--- config.mk ---
export PLATFORM = sky130hd
export DESIGN_NAME = feeder_mode_and_jam_sequencer_unit_flat
export DESIGN_NICKNAME = d
export VERILOG_FILES = /design/src/hw/rtl/fmjs_pkg.sv /design/src/hw/rtl/fmjs_if.sv /design/src/hw/rtl/feeder_mode_and_jam_sequencer_unit.sv /design/src/flat_wrapper.sv
export SDC_FILE = /design/constraint.sdc
export NUM_CORES = 1
export LEC_CHECK = 0
export BUFFER_PORTS_ARGS = -buffer_cell sky130_fd_sc_hd__buf_2
export CAP_MARGIN = 30
export CORE_UTILIZATION = 27
export CTS_CLUSTER_SIZE = 24
export DETAILED_ROUTE_END_ITERATION = 10
export MAX_ROUTING_LAYER = met4
export PLACE_DENSITY = 0.45
export SYNTH_ARGS = -nofsm -noshare
export SYNTH_HDL_FRONTEND = slang
export SYNTH_SLANG_ARGS = --single-unit
--- constraint.sdc ---
create_clock -name clk -period 15.1 [get_ports clk]
set_input_delay 2.265 -clock clk [delete_from_list [all_inputs] [get_ports clk]]
set_output_delay 2.265 -clock clk [all_outputs]
set_load 0.05 [all_outputs]
--- src/hw/rtl/fmjs_pkg.sv ---
`timescale 1ns / 1ps
`default_nettype none
// ----------------------------------------------------------------------------
// fmjs_pkg
// Types and constants shared by the feeder mode and jam sequencer.
// ----------------------------------------------------------------------------
package fmjs_pkg;

	localparam logic [31:0] SHOT_TIMEOUT_US = 32'd200000;
	localparam logic [31:0] AUTO_LOAD_SPEED = 32'd655360;

	typedef enum logic [2:0] {
		ACT_TICK       = 3'd0,
		ACT_SHOT_ONCE  = 3'd1,
		ACT_CONT_START = 3'd2,
		ACT_CONT_STOP  = 3'd3,
		ACT_KEY_UPDATE = 3'd4
	} action_t;

	typedef enum logic [1:0] {
		MODE_IDLE = 2'd0,
		MODE_SHOT = 2'd1,
		MODE_CONT = 2'd2
	} feeder_mode_t;

	localparam logic LOOP_SPEED = 1'b0;
	localparam logic LOOP_POS   = 1'b1;

	localparam logic [1:0] PID_NONE  = 2'd0;
	localparam logic [1:0] PID_POS   = 2'd1;
	localparam logic [1:0] PID_SPEED = 2'd2;

	typedef enum logic [2:0] {
		REG_STEP_ANGLE      = 3'd0,
		REG_CONT_SPEED      = 3'd1,
		REG_JAM_THRESHOLD   = 3'd2,
		REG_JAM_DETECT_TIME = 3'd3,
		REG_REVERSE_TIME    = 3'd4,
		REG_REVERSE_SPEED   = 3'd5,
		REG_POS_TOLERANCE   = 3'd6,
		REG_ENABLES         = 3'd7
	} reg_index_t;

	localparam int unsigned ADDR_W = 5;

	localparam logic [31:0] RST_STEP_ANGLE      = 32'd68616;
	localparam logic [31:0] RST_CONT_SPEED      = 32'd32768000;
	localparam logic [31:0] RST_JAM_THRESHOLD   = 32'd6553600;
	localparam logic [31:0] RST_JAM_DETECT_TIME = 32'd1000000;
	localparam logic [31:0] RST_REVERSE_TIME    = 32'd1000000;
	localparam logic [31:0] RST_REVERSE_SPEED   = 32'd65536000;
	localparam logic [30:0] RST_POS_TOLERANCE   = 31'd1311;
	localparam logic [1:0]  RST_ENABLES         = 2'd0;

	localparam int unsigned EN_JAM_CHECK = 0;
	localparam int unsigned EN_AUTO_LOAD = 1;

endpackage

`default_nettype wire

--- src/hw/rtl/fmjs_if.sv ---
`timescale 1ns / 1ps
`default_nettype none
// ----------------------------------------------------------------------------
// fmjs_if
// Valid/ready channels for feeder commands and tick results.
// ----------------------------------------------------------------------------
interface fmjs_cmd_if;
	logic        valid;
	logic        ready;
	logic [2:0]  action;
	logic signed [31:0] position;
	logic signed [31:0] velocity;
	logic [31:0] now_us;
	logic        key_pressed;

	modport source (output valid, action, position, velocity, now_us, key_pressed,
		input ready);
	modport sink (input valid, action, position, velocity, now_us, key_pressed,
		output ready);
endinterface

interface fmjs_res_if;
	logic        valid;
	logic        ready;
	logic        control_mode;
	logic signed [31:0] setpoint;
	logic signed [31:0] loop_error;
	logic [1:0]  pid_reset;
	logic [1:0]  feeder_state;
	logic        reversing;

	modport source (output valid, control_mode, setpoint, loop_error, pid_reset,
		feeder_state, reversing, input ready);
	modport sink (input valid, control_mode, setpoint, loop_error, pid_reset,
		feeder_state, reversing, output ready);
endinterface

`default_nettype wire

--- src/hw/rtl/feeder_mode_and_jam_sequencer_unit.sv ---
`timescale 1ns / 1ps
`default_nettype none
// ----------------------------------------------------------------------------
// feeder_mode_and_jam_sequencer_unit
// Feeder mode sequencer with shot, continuous, auto-load and jam reverse.
// ----------------------------------------------------------------------------
// The block accepts one command transaction per clock cycle, but a tick
// waits in the input register while the result register is still held.
// Each transaction is processed from the input register, where the feeder
// state is updated in a single pass. Event actions produce no result; a
// tick produces one result transaction, held in the result register until
// the sink takes it. The rate is set by the state update loop. Configuration
// registers are written and read through the APB port at byte address 4*i.
// ----------------------------------------------------------------------------
module feeder_mode_and_jam_sequencer_unit (
	input  wire logic                       clk,
	input  wire logic                       arst_n,
	fmjs_cmd_if.sink                        cmd,
	fmjs_res_if.source                      res,
	input  wire logic                       psel,
	input  wire logic                       penable,
	input  wire logic                       pwrite,
	input  wire logic [fmjs_pkg::ADDR_W-1:0] paddr,
	input  wire logic [31:0]                pwdata,
	output logic [31:0]                     prdata,
	output logic                            pready
);
	import fmjs_pkg::*;

	logic signed [31:0] step_angle_q;
	logic signed [31:0] cont_speed_q;
	logic signed [31:0] jam_threshold_q;
	logic [31:0]        jam_detect_time_q;
	logic [31:0]        reverse_time_q;
	logic signed [31:0] reverse_speed_q;
	logic [30:0]        pos_tolerance_q;
	logic [1:0]         enables_q;

	reg_index_t reg_idx;
	logic       cfg_wr;

	logic               vld_s1;
	logic [2:0]         action_s1;
	logic [31:0]        position_s1;
	logic signed [31:0] velocity_s1;
	logic [31:0]        now_s1;
	logic               key_s1;

	feeder_mode_t mode_q, mode_d;
	logic [31:0]  target_q, target_d;
	logic [31:0]  shot_start_q, shot_start_d;
	logic         prev_loop_q, prev_loop_d;
	logic         key_held_q, key_held_d;
	logic         jam_timing_q, jam_timing_d;
	logic [31:0]  jam_start_q, jam_start_d;

	logic               out_vld_q;
	logic               out_mode_q;
	logic signed [31:0] out_setpoint_q;
	logic signed [31:0] out_error_q;
	logic [1:0]         out_pid_q;
	logic [1:0]         out_state_q;
	logic               out_rev_q;

	logic               is_tick;
	logic               out_free;
	logic               adv;
	logic               loop_sel;
	logic               loop_fin;
	logic signed [31:0] speed_target;
	logic signed [31:0] speed_fin;
	logic [1:0]         pid_flag;
	logic               rev_flag;
	logic signed [31:0] pos_err;
	logic [31:0]        pos_mag;
	logic [31:0]        shot_elapsed;
	logic               jam_run;
	logic               vel_low;
	logic [31:0]        jam_start_eff;
	logic [31:0]        jam_elapsed;
	logic [32:0]        jam_end;
	logic signed [31:0] rev_drive;
	logic signed [32:0] speed_diff;
	logic signed [31:0] speed_err;

	// Configuration port.
	assign pready  = 1'b1;
	assign reg_idx = reg_index_t'(paddr[4:2]);
	assign cfg_wr  = psel && penable && pwrite;

	always_ff @(posedge clk or negedge arst_n) begin
		if (!arst_n) begin
			step_angle_q      <= RST_STEP_ANGLE;
			cont_speed_q      <= RST_CONT_SPEED;
			jam_threshold_q   <= RST_JAM_THRESHOLD;
			jam_detect_time_q <= RST_JAM_DETECT_TIME;
			reverse_time_q    <= RST_REVERSE_TIME;
			reverse_speed_q   <= RST_REVERSE_SPEED;
			pos_tolerance_q   <= RST_POS_TOLERANCE;
			enables_q         <= RST_ENABLES;
		end else if (cfg_wr) begin
			unique case (reg_idx)
				REG_STEP_ANGLE:      step_angle_q      <= pwdata;
				REG_CONT_SPEED:      cont_speed_q      <= pwdata;
				REG_JAM_THRESHOLD:   jam_threshold_q   <= pwdata;
				REG_JAM_DETECT_TIME: jam_detect_time_q <= pwdata;
				REG_REVERSE_TIME:    reverse_time_q    <= pwdata;
				REG_REVERSE_SPEED:   reverse_speed_q   <= pwdata;
				REG_POS_TOLERANCE:   pos_tolerance_q   <= pwdata[30:0];
				REG_ENABLES:         enables_q         <= pwdata[1:0];
				default: ;
			endcase
		end
	end

	always_comb begin
		unique case (reg_idx)
			REG_STEP_ANGLE:      prdata = step_angle_q;
			REG_CONT_SPEED:      prdata = cont_speed_q;
			REG_JAM_THRESHOLD:   prdata = jam_threshold_q;
			REG_JAM_DETECT_TIME: prdata = jam_detect_time_q;
			REG_REVERSE_TIME:    prdata = reverse_time_q;
			REG_REVERSE_SPEED:   prdata = reverse_speed_q;
			REG_POS_TOLERANCE:   prdata = {1'b0, pos_tolerance_q};
			REG_ENABLES:         prdata = {30'd0, enables_q};
			default:             prdata = '0;
		endcase
	end

	// Handshake and input register.
	assign is_tick   = (action_s1 == ACT_TICK);
	assign out_free  = !out_vld_q || res.ready;
	assign adv       = vld_s1 && (!is_tick || out_free);
	assign cmd.ready = !vld_s1 || adv;

	always_ff @(posedge clk or negedge arst_n) begin
		if (!arst_n) begin
			vld_s1 <= 1'b0;
		end else if (cmd.ready) begin
			vld_s1 <= cmd.valid;
		end
	end

	always_ff @(posedge clk) begin
		if (cmd.ready && cmd.valid) begin
			action_s1   <= cmd.action;
			position_s1 <= cmd.position;
			velocity_s1 <= cmd.velocity;
			now_s1      <= cmd.now_us;
			key_s1      <= cmd.key_pressed;
		end
	end

	// Sequencer.
	assign pos_err       = signed'(target_q - position_s1);
	assign pos_mag       = pos_err[31] ? (32'd0 - pos_err) : pos_err;
	assign shot_elapsed  = now_s1 - shot_start_q;
	assign vel_low       = velocity_s1 < jam_threshold_q;
	assign jam_start_eff = (vel_low && !jam_timing_q) ? now_s1 : jam_start_q;
	assign jam_elapsed   = now_s1 - jam_start_eff;
	assign jam_end       = {1'b0, reverse_time_q} + {1'b0, jam_detect_time_q};
	assign rev_drive     = (reverse_speed_q == 32'sh8000_0000) ? 32'sh7FFF_FFFF
		: -reverse_speed_q;

	always_comb begin
		mode_d       = mode_q;
		target_d     = target_q;
		shot_start_d = shot_start_q;
		prev_loop_d  = prev_loop_q;
		key_held_d   = key_held_q;
		jam_timing_d = jam_timing_q;
		jam_start_d  = jam_start_q;
		loop_sel     = LOOP_SPEED;
		speed_target = '0;
		pid_flag     = PID_NONE;
		rev_flag     = 1'b0;
		loop_fin     = LOOP_SPEED;
		speed_fin    = '0;
		jam_run      = 1'b0;

		case (action_s1)
			ACT_SHOT_ONCE: begin
				if (mode_q != MODE_SHOT) begin
					target_d     = position_s1 + step_angle_q;
					shot_start_d = now_s1;
					mode_d       = MODE_SHOT;
				end
			end
			ACT_CONT_START: mode_d = MODE_CONT;
			ACT_CONT_STOP: begin
				if (mode_q == MODE_CONT) begin
					mode_d = MODE_IDLE;
				end
			end
			ACT_KEY_UPDATE: key_held_d = key_s1;
			ACT_TICK: begin
				case (mode_q)
					MODE_SHOT: begin
						loop_sel = LOOP_POS;
						if (shot_elapsed > SHOT_TIMEOUT_US
							|| pos_mag < {1'b0, pos_tolerance_q}) begin
							mode_d = MODE_IDLE;
						end
					end
					MODE_CONT: speed_target = cont_speed_q;
					default: begin
						if (enables_q[EN_AUTO_LOAD] && !key_held_q) begin
							speed_target = AUTO_LOAD_SPEED;
						end
					end
				endcase

				if (prev_loop_q != loop_sel) begin
					pid_flag = (loop_sel == LOOP_POS) ? PID_POS : PID_SPEED;
				end
				prev_loop_d = loop_sel;
				loop_fin    = loop_sel;
				speed_fin   = speed_target;

				jam_run = enables_q[EN_JAM_CHECK]
					&& (loop_sel == LOOP_POS || speed_target != 32'sd0);
				if (jam_run) begin
					jam_timing_d = vel_low;
					jam_start_d  = jam_start_eff;
					if (vel_low && jam_elapsed > jam_detect_time_q) begin
						loop_fin  = LOOP_SPEED;
						speed_fin = rev_drive;
						rev_flag  = 1'b1;
						if ({1'b0, jam_elapsed} > jam_end) begin
							jam_timing_d = 1'b0;
						end
					end
				end
			end
			default: ;
		endcase
	end

	assign speed_diff = {speed_fin[31], speed_fin} - {velocity_s1[31], velocity_s1};
	assign speed_err  = (speed_diff[32] != speed_diff[31])
		? (speed_diff[32] ? 32'sh8000_0000 : 32'sh7FFF_FFFF) : speed_diff[31:0];

	always_ff @(posedge clk or negedge arst_n) begin
		if (!arst_n) begin
			mode_q       <= MODE_IDLE;
			target_q     <= '0;
			shot_start_q <= '0;
			prev_loop_q  <= LOOP_SPEED;
			key_held_q   <= 1'b0;
			jam_timing_q <= 1'b0;
			jam_start_q  <= '0;
		end else if (adv) begin
			mode_q       <= mode_d;
			target_q     <= target_d;
			shot_start_q <= shot_start_d;
			prev_loop_q  <= prev_loop_d;
			key_held_q   <= key_held_d;
			jam_timing_q <= jam_timing_d;
			jam_start_q  <= jam_start_d;
		end
	end

	// Result register.
	always_ff @(posedge clk or negedge arst_n) begin
		if (!arst_n) begin
			out_vld_q <= 1'b0;
		end else if (out_free) begin
			out_vld_q <= adv && is_tick;
		end
	end

	always_ff @(posedge clk) begin
		if (out_free && adv && is_tick) begin
			out_mode_q     <= loop_fin;
			out_setpoint_q <= (loop_fin == LOOP_POS) ? signed'(target_q) : speed_fin;
			out_error_q    <= (loop_fin == LOOP_POS) ? pos_err : speed_err;
			out_pid_q      <= pid_flag;
			out_state_q    <= mode_d;
			out_rev_q      <= rev_flag;
		end
	end

	assign res.valid        = out_vld_q;
	assign res.control_mode = out_mode_q;
	assign res.setpoint     = out_setpoint_q;
	assign res.loop_error   = out_error_q;
	assign res.pid_reset    = out_pid_q;
	assign res.feeder_state = out_state_q;
	assign res.reversing    = out_rev_q;

	a_tick_gives_result: assert property (@(posedge clk) disable iff (!arst_n)
		adv && is_tick |=> out_vld_q)
		else $error("accepted tick did not load the result register");

	a_event_no_result: assert property (@(posedge clk) disable iff (!arst_n)
		!out_vld_q && !(adv && is_tick) |=> !out_vld_q)
		else $error("result appeared without a tick");

	a_reverse_speed_loop: assert property (@(posedge clk) disable iff (!arst_n)
		out_vld_q && out_rev_q |-> out_mode_q == LOOP_SPEED && out_setpoint_q == rev_drive)
		else $error("reverse drive not in speed loop at reverse speed");

	a_pid_pos_flag: assert property (@(posedge clk) disable iff (!arst_n)
		out_vld_q && out_pid_q == PID_POS && !out_rev_q |-> out_mode_q == LOOP_POS)
		else $error("position loop reset flagged without position loop");

endmodule

`default_nettype wire
--- src/flat_wrapper.sv ---
// flat-port wrapper written by rule: the top's interface ports become plain ports
module feeder_mode_and_jam_sequencer_unit_flat import fmjs_pkg::*;
  (clk, arst_n, psel, penable, pwrite, paddr, pwdata, prdata, pready, cmd_valid, cmd_action, cmd_position, cmd_velocity, cmd_now_us, cmd_key_pressed, cmd_ready, res_valid, res_control_mode, res_setpoint, res_loop_error, res_pid_reset, res_feeder_state, res_reversing, res_ready);
  fmjs_cmd_if cmd_i ();
  fmjs_res_if res_i ();
  input  wire logic clk;
  input  wire logic arst_n;
  input  wire logic psel;
  input  wire logic penable;
  input  wire logic pwrite;
  input  wire logic [fmjs_pkg::ADDR_W-1:0] paddr;
  input  wire logic [31:0] pwdata;
  output logic [31:0] prdata;
  output logic pready;
  input wire logic [$bits(cmd_i.valid)-1:0] cmd_valid;
  input wire logic [$bits(cmd_i.action)-1:0] cmd_action;
  input wire logic [$bits(cmd_i.position)-1:0] cmd_position;
  input wire logic [$bits(cmd_i.velocity)-1:0] cmd_velocity;
  input wire logic [$bits(cmd_i.now_us)-1:0] cmd_now_us;
  input wire logic [$bits(cmd_i.key_pressed)-1:0] cmd_key_pressed;
  output wire logic [$bits(cmd_i.ready)-1:0] cmd_ready;
  output wire logic [$bits(res_i.valid)-1:0] res_valid;
  output wire logic [$bits(res_i.control_mode)-1:0] res_control_mode;
  output wire logic [$bits(res_i.setpoint)-1:0] res_setpoint;
  output wire logic [$bits(res_i.loop_error)-1:0] res_loop_error;
  output wire logic [$bits(res_i.pid_reset)-1:0] res_pid_reset;
  output wire logic [$bits(res_i.feeder_state)-1:0] res_feeder_state;
  output wire logic [$bits(res_i.reversing)-1:0] res_reversing;
  input wire logic [$bits(res_i.ready)-1:0] res_ready;
  assign cmd_i.valid = cmd_valid;
  assign cmd_i.action = cmd_action;
  assign cmd_i.position = cmd_position;
  assign cmd_i.velocity = cmd_velocity;
  assign cmd_i.now_us = cmd_now_us;
  assign cmd_i.key_pressed = cmd_key_pressed;
  assign cmd_ready = cmd_i.ready;
  assign res_valid = res_i.valid;
  assign res_control_mode = res_i.control_mode;
  assign res_setpoint = res_i.setpoint;
  assign res_loop_error = res_i.loop_error;
  assign res_pid_reset = res_i.pid_reset;
  assign res_feeder_state = res_i.feeder_state;
  assign res_reversing = res_i.reversing;
  assign res_i.ready = res_ready;
  feeder_mode_and_jam_sequencer_unit u_core (.clk(clk), .arst_n(arst_n), .cmd(cmd_i), .res(res_i), .psel(psel), .penable(penable), .pwrite(pwrite), .paddr(paddr), .pwdata(pwdata), .prdata(prdata), .pready(pready));
endmodule
==> flow_metrics.env, run 1 <==
export IMPL_rsz0062_at_grt="no"
export IMPL_outcome="complete, no violations"
export IMPL_final_nets=4400
export IMPL_antenna_found_initial=19
export IMPL_holdWs_ns=0.498
export IMPL_synth_seq_area_share=0.376
export IMPL_wl_per_cell_um=21.9
export IMPL_finClkSkew_ns=0.0419
export IMPL_wirelength_mm=126
export IMPL_syn_cell_area_um2=35500
export IMPL_core_area_um2=130000
export IMPL_fin_util=0.316
export IMPL_min_from="u_core.key_s1"
export IMPL_r2r_cells=44
export IMPL_cts_max_path_buffers=3
export IMPL_num_vias=28900
export IMPL_setup_tns_final_ns=0
export IMPL_overflow=0
export IMPL_hold_buffers=0
export IMPL_whs_endpoint="u_core.key_held_q"
export IMPL_yosys_cell_types_count=101
export IMPL_report_final_hold_viol_count=0
export IMPL_drtPass1Iterations=6
export IMPL_peakVddDrop_mv=0.0748
export IMPL_net_switching_power_mw=3.12
export IMPL_cp_common_cell="ha_1"
export IMPL_dpl_hpwl_mm=98.6
export IMPL_dp_cells=5611
export IMPL_htreeDepth=3
export IMPL_cp_arrival_ns=14.09
export IMPL_io_buffers=245
export IMPL_p_leak_nw=18.1
export IMPL_drv_cap=0
export IMPL_die_w_um=365
export IMPL_gp_congestion=0.904
export IMPL_regToRegSetupSlack_ns=1.48
export IMPL_drt_iter0_drc=2059
export IMPL_post_cts_resize_count=0
export IMPL_clkLatencyLatePin_ns=0.68
export IMPL_netSwitchingFraction=0.431
export IMPL_clkPwrFrac=0.225
export IMPL_p_int_mw=4.12
export IMPL_relSlewSlack=0.314
export IMPL_syn_avg_cell_area_um2=9.57
export IMPL_ant_nets=0
export IMPL_syn2layout_area_growth_pct=15.7
export IMPL_topRoutingLayerUsed="met4"
export IMPL_tightest_slew_ns=1.02
export IMPL_finalCriticalPeriod_ns=13.62
export IMPL_worstSetupPathType="reg2reg"
export IMPL_crit_path_start="u_core.velocity_s1[31]"
export IMPL_fin_cells=5741
export IMPL_synth_fp_nets=4177
export IMPL_postCtsSetupBuffers=0
export IMPL_fill_cells=13600
export IMPL_met1_length_mm=60.6
export IMPL_clkTransAtPathRegs_ns=0.06
export IMPL_cts_made_buffers=66
export IMPL_rows=132
export IMPL_syn_inst=3714
export IMPL_crit_required_ns=15.58
export IMPL_grt_pass1_vias=28300
export IMPL_grt_max_degree=117
export IMPL_synth_ff_type="dfrtp_1"
export IMPL_seqPwrFrac=0.269
export IMPL_gr_usage_all_layers=0.192
export IMPL_async_flop_share=0.659
export IMPL_synth_edff_count=170
export IMPL_powerDensity_nw_per_um2=176
export IMPL_route_met3_wl_mm=6.31
export IMPL_drc=0
export IMPL_tritoncts="yes"
export IMPL_vias_per_cell=5.04
export IMPL_drive_above_1_share=0.191
export IMPL_crit_path_start_kind="flop"
export IMPL_fmax_mhz=73.4
export IMPL_grt_pass1_wl_mm=184
export IMPL_drv_slew=0
export IMPL_io_pins=249
export IMPL_die_h_um=365
export IMPL_p_comb_frac=0.506
export IMPL_end_kind="flop"
export IMPL_r2r_end="u_core.res.loop_error[29]"
export IMPL_initial_core_util=0.273
export IMPL_hold_path_depth=1
export IMPL_clock_root_buffer="clkbuf_16"
export IMPL_path_max_fanout=13
export IMPL_die_area_um2=133000
export IMPL_reg2reg_from="u_core.velocity_s1[31]"
export IMPL_yosysWarningCount=0
export IMPL_timing_hold_worst_class="reg2reg"
export IMPL_finalSetupViolCount=0
export IMPL_cts_sinks=498
export IMPL_wl_met2_mm=55.7
export IMPL_max_stage_delay_ns=0.81
export IMPL_crit_slowest_cell="a41oi_1"
export IMPL_period_share=0.902
export IMPL_ys_seq_elements=498
[worst max-delay path by stage]
stage,cells past startpoint,to
finish,44,u_core.res.loop_error[29]
global route,44,u_core.res.loop_error[29]
CTS,44,u_core.res.loop_error[29]
detailed placement,44,u_core.res.loop_error[29]
global placement,44,u_core.res.loop_error[29]
floorplan,46,u_core.res.loop_error[4]
[cells in the mapped netlist (26+ instances only)]
| cell | instances | area, um^2 |
|---|---|---|
| a221oi_2 | 27 | 405 |
| nand2_1 | 396 | 1490 |
| o21a_1 | 40 | 300 |
| o211ai_1 | 31 | 233 |
| nand2b_1 | 37 | 231 |
| dfrtp_1 | 288 | 7210 |
| and3_1 | 26 | 163 |
| nand3_1 | 44 | 220 |
| nand4_1 | 44 | 275 |
| edfxtp_1 | 170 | 5100 |
| o21ai_1 | 34 | 170 |
| xor2_1 | 93 | 815 |
| inv_1 | 277 | 1040 |
| dfstp_2 | 40 | 1050 |
| ha_1 | 314 | 3930 |
| xnor2_1 | 111 | 972 |
| nor3_1 | 53 | 265 |
| mux2_2 | 224 | 2520 |
| a21o_1 | 91 | 683 |
| a21oi_1 | 251 | 1260 |
| nor2b_1 | 47 | 294 |
| clkbuf_1 | 111 | 417 |
| o21ai_0 | 254 | 1270 |
| nor2_1 | 193 | 724 |
| mux2i_1 | 74 | 741 |
| a31oi_1 | 35 | 219 |
[per-stage QoR]
stage	total power, mW	area, um^2	worst slack [ns]
floorplan	4.54	35500	4.93
finish	7.24	41100	1.48
global route	7.80	41100	0.638
detailed placement	5.61	38800	1.40
CTS	7.29	41100	1.36
global placement	5.58	38800	1.49
[cells by family after synthesis]
kind of cell / synth area share
compound gates: 0.180
xor+xnor: 0.0503
fa+ha+maj: 0.116
buf+inv: 0.0450
flops: 0.376
mux: 0.101
other cells: 0.000106
simple gates: 0.132
[cell type report]
type | instances | area (um^2) | share of cell area
multi-input cells | 2800 | 20600 | 0.502
flip-flops and latches | 498 | 13400 | 0.325
well taps | 1742 | 2180 | 0.0530
clock buffers | 89 | 1870 | 0.0455
repair buffers | 293 | 1610 | 0.0392
inverters | 278 | 1040 | 0.0254
clock inverters | 32 | 359 | 0.00874
diodes | 9 | 22.5 | 0.000548
[power groups by stage]
stage	combinational (mW)	clock, mW	sequential (mW)
floorplan	2.69	0	1.84
global placement	3.62	0	1.96
detailed placement	3.65	0	1.96
CTS	3.67	1.68	1.94
global route	4.10	1.72	1.98
finish	3.67	1.63	1.95
[critical path: cells and delay by family, from the launching register on]
kind	cells	cell delay [ns]
AOI/OAI and AO/OA	21	6.69
and+or+nand+nor	13	3.12
adders and majority gates	6	1.71
buffers and inverters	3	0.67
xor gates and xnor gates	1	0.67
DFF	1	0.44
[metal layers]
metal  vias to the layer above  track usage
met4                         0       0.0456
met3                       144       0.0281
met5                         -            -
met1                     14100        0.265
met2                       728        0.293
li1                      14000            -
[placed cells by master (no fill, tap or decap), drive strengths merged, types with 17 or more instances in the layout]
master  instances
nand2b         37
xor2           93
nand2         396
a221oi         34
nor2b          47
mux2i          74
a21oi         252
o21ai         290
a31oi          35
nand3          44
or3            18
edfxtp        170
xnor2         111
dfstp          40
o211ai         31
nor2          193
clkinv         22
dfrtp         288
ha            314
a21o           91
inv           281
o22ai          22
and2           17
nand4          45
o31ai          18
mux2          224
o21bai         19
buf           293
and3           26
a211oi         19
nor3           54
clkbuf         89
o21a           40
nor4           25
Note: power is estimated with default switching activity, not from simulation.
==> inputs of run 2 (changes only) <==
Settings changed: SETUP_SLACK_MARGIN from default to 0.15.
Clock period 15.1 ns to 13.93 ns, I/O delays scaled along.
==> flow_metrics.env, run 2 (same netlist as run 1, synthesis figures left out) <==
export IMPL_outcome="complete, no violations"
export IMPL_finalSetupViolCount=0
export IMPL_core_area_um2=130000
export IMPL_dpl_hpwl_mm=99.4
export IMPL_drv_cap=0
export IMPL_setup_tns_final_ns=0
export IMPL_rsz0062_at_grt="no"
export IMPL_cp_arrival_ns=13.20
export IMPL_rows=132
export IMPL_layout_area_seq_um2=13400
export IMPL_clkLatencyLatePin_ns=0.70
export IMPL_crit_family="compound AO/OA/AOI/OAI gates"
export IMPL_die_h_um=365
export IMPL_gr_usage_all_layers=0.191
export IMPL_hold_buffers=0
export IMPL_holdWs_ns=0.478
export IMPL_antenna_found_initial=22
export IMPL_dp_cells=5612
export IMPL_cts_sinks=498
export IMPL_htreeDepth=2
export IMPL_path_max_fanout=9
export IMPL_grt_pass1_wl_mm=184
export IMPL_setup_slack_ns=1.11
export IMPL_cp_common_cell="ha_1"
export IMPL_report_final_hold_viol_count=0
export IMPL_fin_cells=5744
export IMPL_syn2layout_area_growth_pct=15.4
export IMPL_finClkSkew_ns=0.0440
export IMPL_dp_slack_ns=1.16
export IMPL_drtPass1Iterations=5
export IMPL_grt_pass1_vias=28500
export IMPL_regToRegSetupSlack_ns=1.11
export IMPL_drive_above_1_share=0.190
export IMPL_crit_path_start="u_core.jam_threshold_q[31]"
export IMPL_clkTransAtPathRegs_ns=0.06
export IMPL_io_pins=249
export IMPL_period_share=0.920
export IMPL_path_buf_inv=4
export IMPL_fmax_mhz=78.0
export IMPL_vias_per_cell=5.02
export IMPL_min_from="u_core.key_s1"
export IMPL_place_area_um2=38900
export IMPL_max_stage_delay_ns=0.65
export IMPL_wirelength_mm=126
export IMPL_die_w_um=365
export IMPL_p_leak_nw=18.1
export IMPL_final_nets=4397
export IMPL_multiInputGateArea_um2=20600
export IMPL_tightest_slew_ns=0.955
export IMPL_grt_max_degree=139
export IMPL_fill_cells=13700
export IMPL_drt_iter0_drc=2192
export IMPL_num_vias=28800
export IMPL_crit_path_start_kind="flop"
export IMPL_crit_slowest_cell="o31ai_1"
export IMPL_cts_made_buffers=61
export IMPL_final_common_cell="nand2_1"
export IMPL_finalCriticalPeriod_ns=12.82
export IMPL_crit_required_ns=14.31
export IMPL_wl_per_cell_um=21.9
export IMPL_peakVddDrop_mv=0.114
export IMPL_initial_core_util=0.273
export IMPL_die_area_um2=133000
export IMPL_reg2reg_from="u_core.jam_threshold_q[31]"
export IMPL_tritoncts="yes"
export IMPL_final_area_um2=41000
export IMPL_powerDensity_nw_per_um2=189
export IMPL_overflow=0
export IMPL_relSlewSlack=0.363
export IMPL_post_cts_resize_count=0
export IMPL_timing_hold_worst_class="reg2reg"
export IMPL_end_kind="flop"
export IMPL_cts_max_path_buffers=3
export IMPL_worstSetupPathType="reg2reg"
export IMPL_final_cell_mix="nand2_1, ha_1, dfrtp_1"
export IMPL_drc=0
export IMPL_io_buffers=245
export IMPL_clock_root_buffer="clkbuf_16"
export IMPL_ant_nets=0
export IMPL_gp_congestion=0.894
export IMPL_drv_slew=0
export IMPL_postCtsSetupBuffers=0
run 2: changes by cell type in the layout (fill, tap and decap cells not counted), moves of 3 or more:
cell	delta
clkinv_1	-4
diode_2	+6
clkbuf_16	-4
clkbuf_1	+5
inv_6	-3
run 2: worst paths after layout:
kind                                             endpoint  depth (start not counted)
worst min register to register          u_core.key_held_q                          1
worst min-delay path                    u_core.key_held_q                          1
min in group asynchronous              u_core.target_q[3]                          1
worst max-delay path            u_core.res.loop_error[11]                         47
worst max register to register  u_core.res.loop_error[11]                         47
max in group asynchronous       u_core.reverse_time_q[26]                          3
run 2: area by class of cell:
class / instances / area share
Antenna cell: 15 / 0.000916
Clock buffer: 88 / 0.0430
Clock inverter: 28 / 0.00742
Inverter: 278 / 0.0255
Multi-Input combinational cell: 2800 / 0.504
Sequential cell: 498 / 0.326
Tap cell: 1742 / 0.0532
Timing Repair Buffer: 295 / 0.0402
run 2: where the power goes:
| part | switching (mW) | internal, mW | leakage (nW) |
|---|---|---|---|
| logic | 2.35 | 1.63 | 11.4 |
| clock network | 0.691 | 0.971 | 1.01 |
| registers | 0.304 | 1.81 | 5.63 |
run 2: metrics by stage:
step                      utilization  power [mW]
after floorplan                     -        4.92
after global placement          0.299        6.06
after detailed placement        0.299        6.09
after CTS                       0.315        7.81
final                           0.315        7.75
after global routing            0.315        8.36
run 2: per-layer routing:
layer,wire length (um),part of all wire,vias up,track usage
met1,60600,0.48,14000,0.259
met5,0,0,-,-
met4,3910,0.031,0,0.0605
met3,5890,0.047,148,0.0285
met2,55400,0.44,646,0.292
li1,-,-,14000,-
==> inputs of run 3 (changes only) <==
Clock period 13.93 ns to 16.5 ns, I/O delays scaled along.
==> flow_metrics.env, run 3 (same netlist as run 1, synthesis figures left out) <==
export IMPL_outcome="complete, no violations"
export IMPL_dp_cells=5609
export IMPL_drv_slew=0
export IMPL_grt_pass1_wl_mm=183
export IMPL_drv_cap=0
export IMPL_overflow=0
export IMPL_clkLatencyLatePin_ns=0.71
export IMPL_drc=0
export IMPL_ant_nets=0
export IMPL_crit_required_ns=17.00
export IMPL_postCtsSetupBuffers=0
export IMPL_die_h_um=365
export IMPL_cp_arrival_ns=14.73
export IMPL_clkTransAtPathRegs_ns=0.06
export IMPL_whs_endpoint="u_core.key_held_q"
export IMPL_p_leak_nw=18.0
export IMPL_final_common_cell="nand2_1"
export IMPL_grt_max_degree=143
export IMPL_clock_root_buffer="clkbuf_16"
export IMPL_rows=132
export IMPL_vias_per_cell=5.00
export IMPL_dp_slack_ns=2.35
export IMPL_die_w_um=365
export IMPL_fmax_mhz=70.3
export IMPL_path_buf_inv=1
export IMPL_powerDensity_nw_per_um2=159
export IMPL_cts_sinks=498
export IMPL_drtPass1Iterations=6
export IMPL_peakVddDrop_mv=0.0876
export IMPL_drive_above_1_share=0.190
export IMPL_post_cts_resize_count=0
export IMPL_tritoncts="yes"
export IMPL_io_pins=249
export IMPL_timing_hold_worst_class="reg2reg"
export IMPL_rsz0062_at_grt="no"
export IMPL_crit_family="compound AO/OA/AOI/OAI gates"
export IMPL_crit_slowest_cell="a41oi_1"
export IMPL_report_final_hold_viol_count=0
export IMPL_cp_common_cell="ha_1"
export IMPL_setup_slack_ns=2.27
export IMPL_hold_path_depth=1
export IMPL_grt_pass1_vias=28200
export IMPL_initial_core_util=0.273
export IMPL_die_area_um2=133000
export IMPL_core_area_um2=130000
export IMPL_fin_util=0.315
export IMPL_path_max_fanout=16
export IMPL_wirelength_mm=125
export IMPL_reg2reg_from="u_core.velocity_s1[31]"
export IMPL_syn2layout_area_growth_pct=15.3
export IMPL_cts_max_path_buffers=3
export IMPL_htreeDepth=2
export IMPL_io_buffers=245
export IMPL_hold_buffers=0
export IMPL_regToRegSetupSlack_ns=2.27
export IMPL_period_share=0.862
export IMPL_min_from="u_core.key_s1"
export IMPL_crit_path_start_kind="flop"
export IMPL_final_cell_mix="nand2_1, ha_1, dfrtp_1"
export IMPL_final_nets=4393
export IMPL_finClkSkew_ns=0.0596
export IMPL_end_kind="flop"
export IMPL_dpl_hpwl_mm=98.8
export IMPL_drt_iter0_drc=2271
export IMPL_num_vias=28600
export IMPL_cts_made_buffers=61
export IMPL_relSlewSlack=0.264
export IMPL_worstSetupPathType="reg2reg"
export IMPL_wl_per_cell_um=21.7
export IMPL_fin_cells=5733
export IMPL_finalSetupViolCount=0
export IMPL_max_stage_delay_ns=0.86
export IMPL_setup_tns_final_ns=0
export IMPL_r2r_cells=43
export IMPL_finalCriticalPeriod_ns=14.23
export IMPL_gp_congestion=0.924
export IMPL_gr_usage_all_layers=0.190
export IMPL_tightest_slew_ns=1.09
export IMPL_r2r_end="u_core.res.loop_error[15]"
export IMPL_antenna_found_initial=18
run 3: cell count changes in the layout (fill, tap and decap cells not counted), sizes merged:
cell	before	now
diode	15	8
buf	295	291
clkinv	18	29
clkinvlp	4	2
inv	279	278
bufinv	5	6
clkbuf	88	79
run 3: final cells by class:
type / count / area (um^2)
Timing Repair Buffer: 291 / 1600
Inverter: 278 / 1040
Tap cell: 1742 / 2180
Sequential cell: 498 / 13400
Multi-Input combinational cell: 2800 / 20600
Fill cell: 13700 / 89000
Clock inverter: 37 / 399
Antenna cell: 8 / 20.0
Clock buffer: 79 / 1710
run 3: layer usage:
layer	track usage	routed length, um
met1	0.260	60300
met2	0.292	55100
met3	0.0261	6010
met4	0.0498	3140
met5	-	0
run 3: power by group:
group / leakage (nW) / internal [mW] / switching, mW / total (mW)
logic: 11.4 / 1.37 / 1.97 / 3.33
registers: 5.63 / 1.53 / 0.255 / 1.78
clock network: 1.03 / 0.827 / 0.590 / 1.42
total: 18.0 / 3.72 / 2.81 / 6.53
run 3: worst max-delay path by stage:
stage	from	endpoint	slack, ns	depth (start not counted)
CTS	u_core.velocity_s1[31]	u_core.res.loop_error[15]	2.29	43
finish	u_core.velocity_s1[31]	u_core.res.loop_error[15]	2.27	43
global placement	u_core.velocity_s1[31]	u_core.res.loop_error[16]	2.10	46
floorplan	u_core.velocity_s1[9]	u_core.res.loop_error[4]	6.33	46
detailed placement	u_core.velocity_s1[31]	u_core.res.loop_error[15]	2.35	43
global route	u_core.velocity_s1[31]	u_core.res.loop_error[15]	1.71	43
run 3: worst register-to-register path, delay by kind of cell (launching register included):
| family | cells | cell delay [ns] |
|---|---|---|
| AOI/OAI and AO/OA | 22 | 7.26 |
| xor gates and xnor gates | 1 | 0.66 |
| adders and majority gates | 6 | 1.70 |
| buffers and inverters | 1 | 0.08 |
| DFF | 1 | 0.47 |
| and+or+nand+nor | 13 | 3.89 |
run 3: metrics by stage:
| step | total power [mW] | cell area (um^2) | hold WS, ns |
|---|---|---|---|
| after floorplan | 4.15 | 35500 | 0.450 |
| after global placement | 5.10 | 38800 | 0.469 |
| after detailed placement | 5.12 | 38800 | 0.468 |
| after CTS | 6.59 | 40900 | 0.482 |
| after global routing | 7.06 | 41000 | 0.499 |
| final | 6.53 | 41000 | 0.477 |
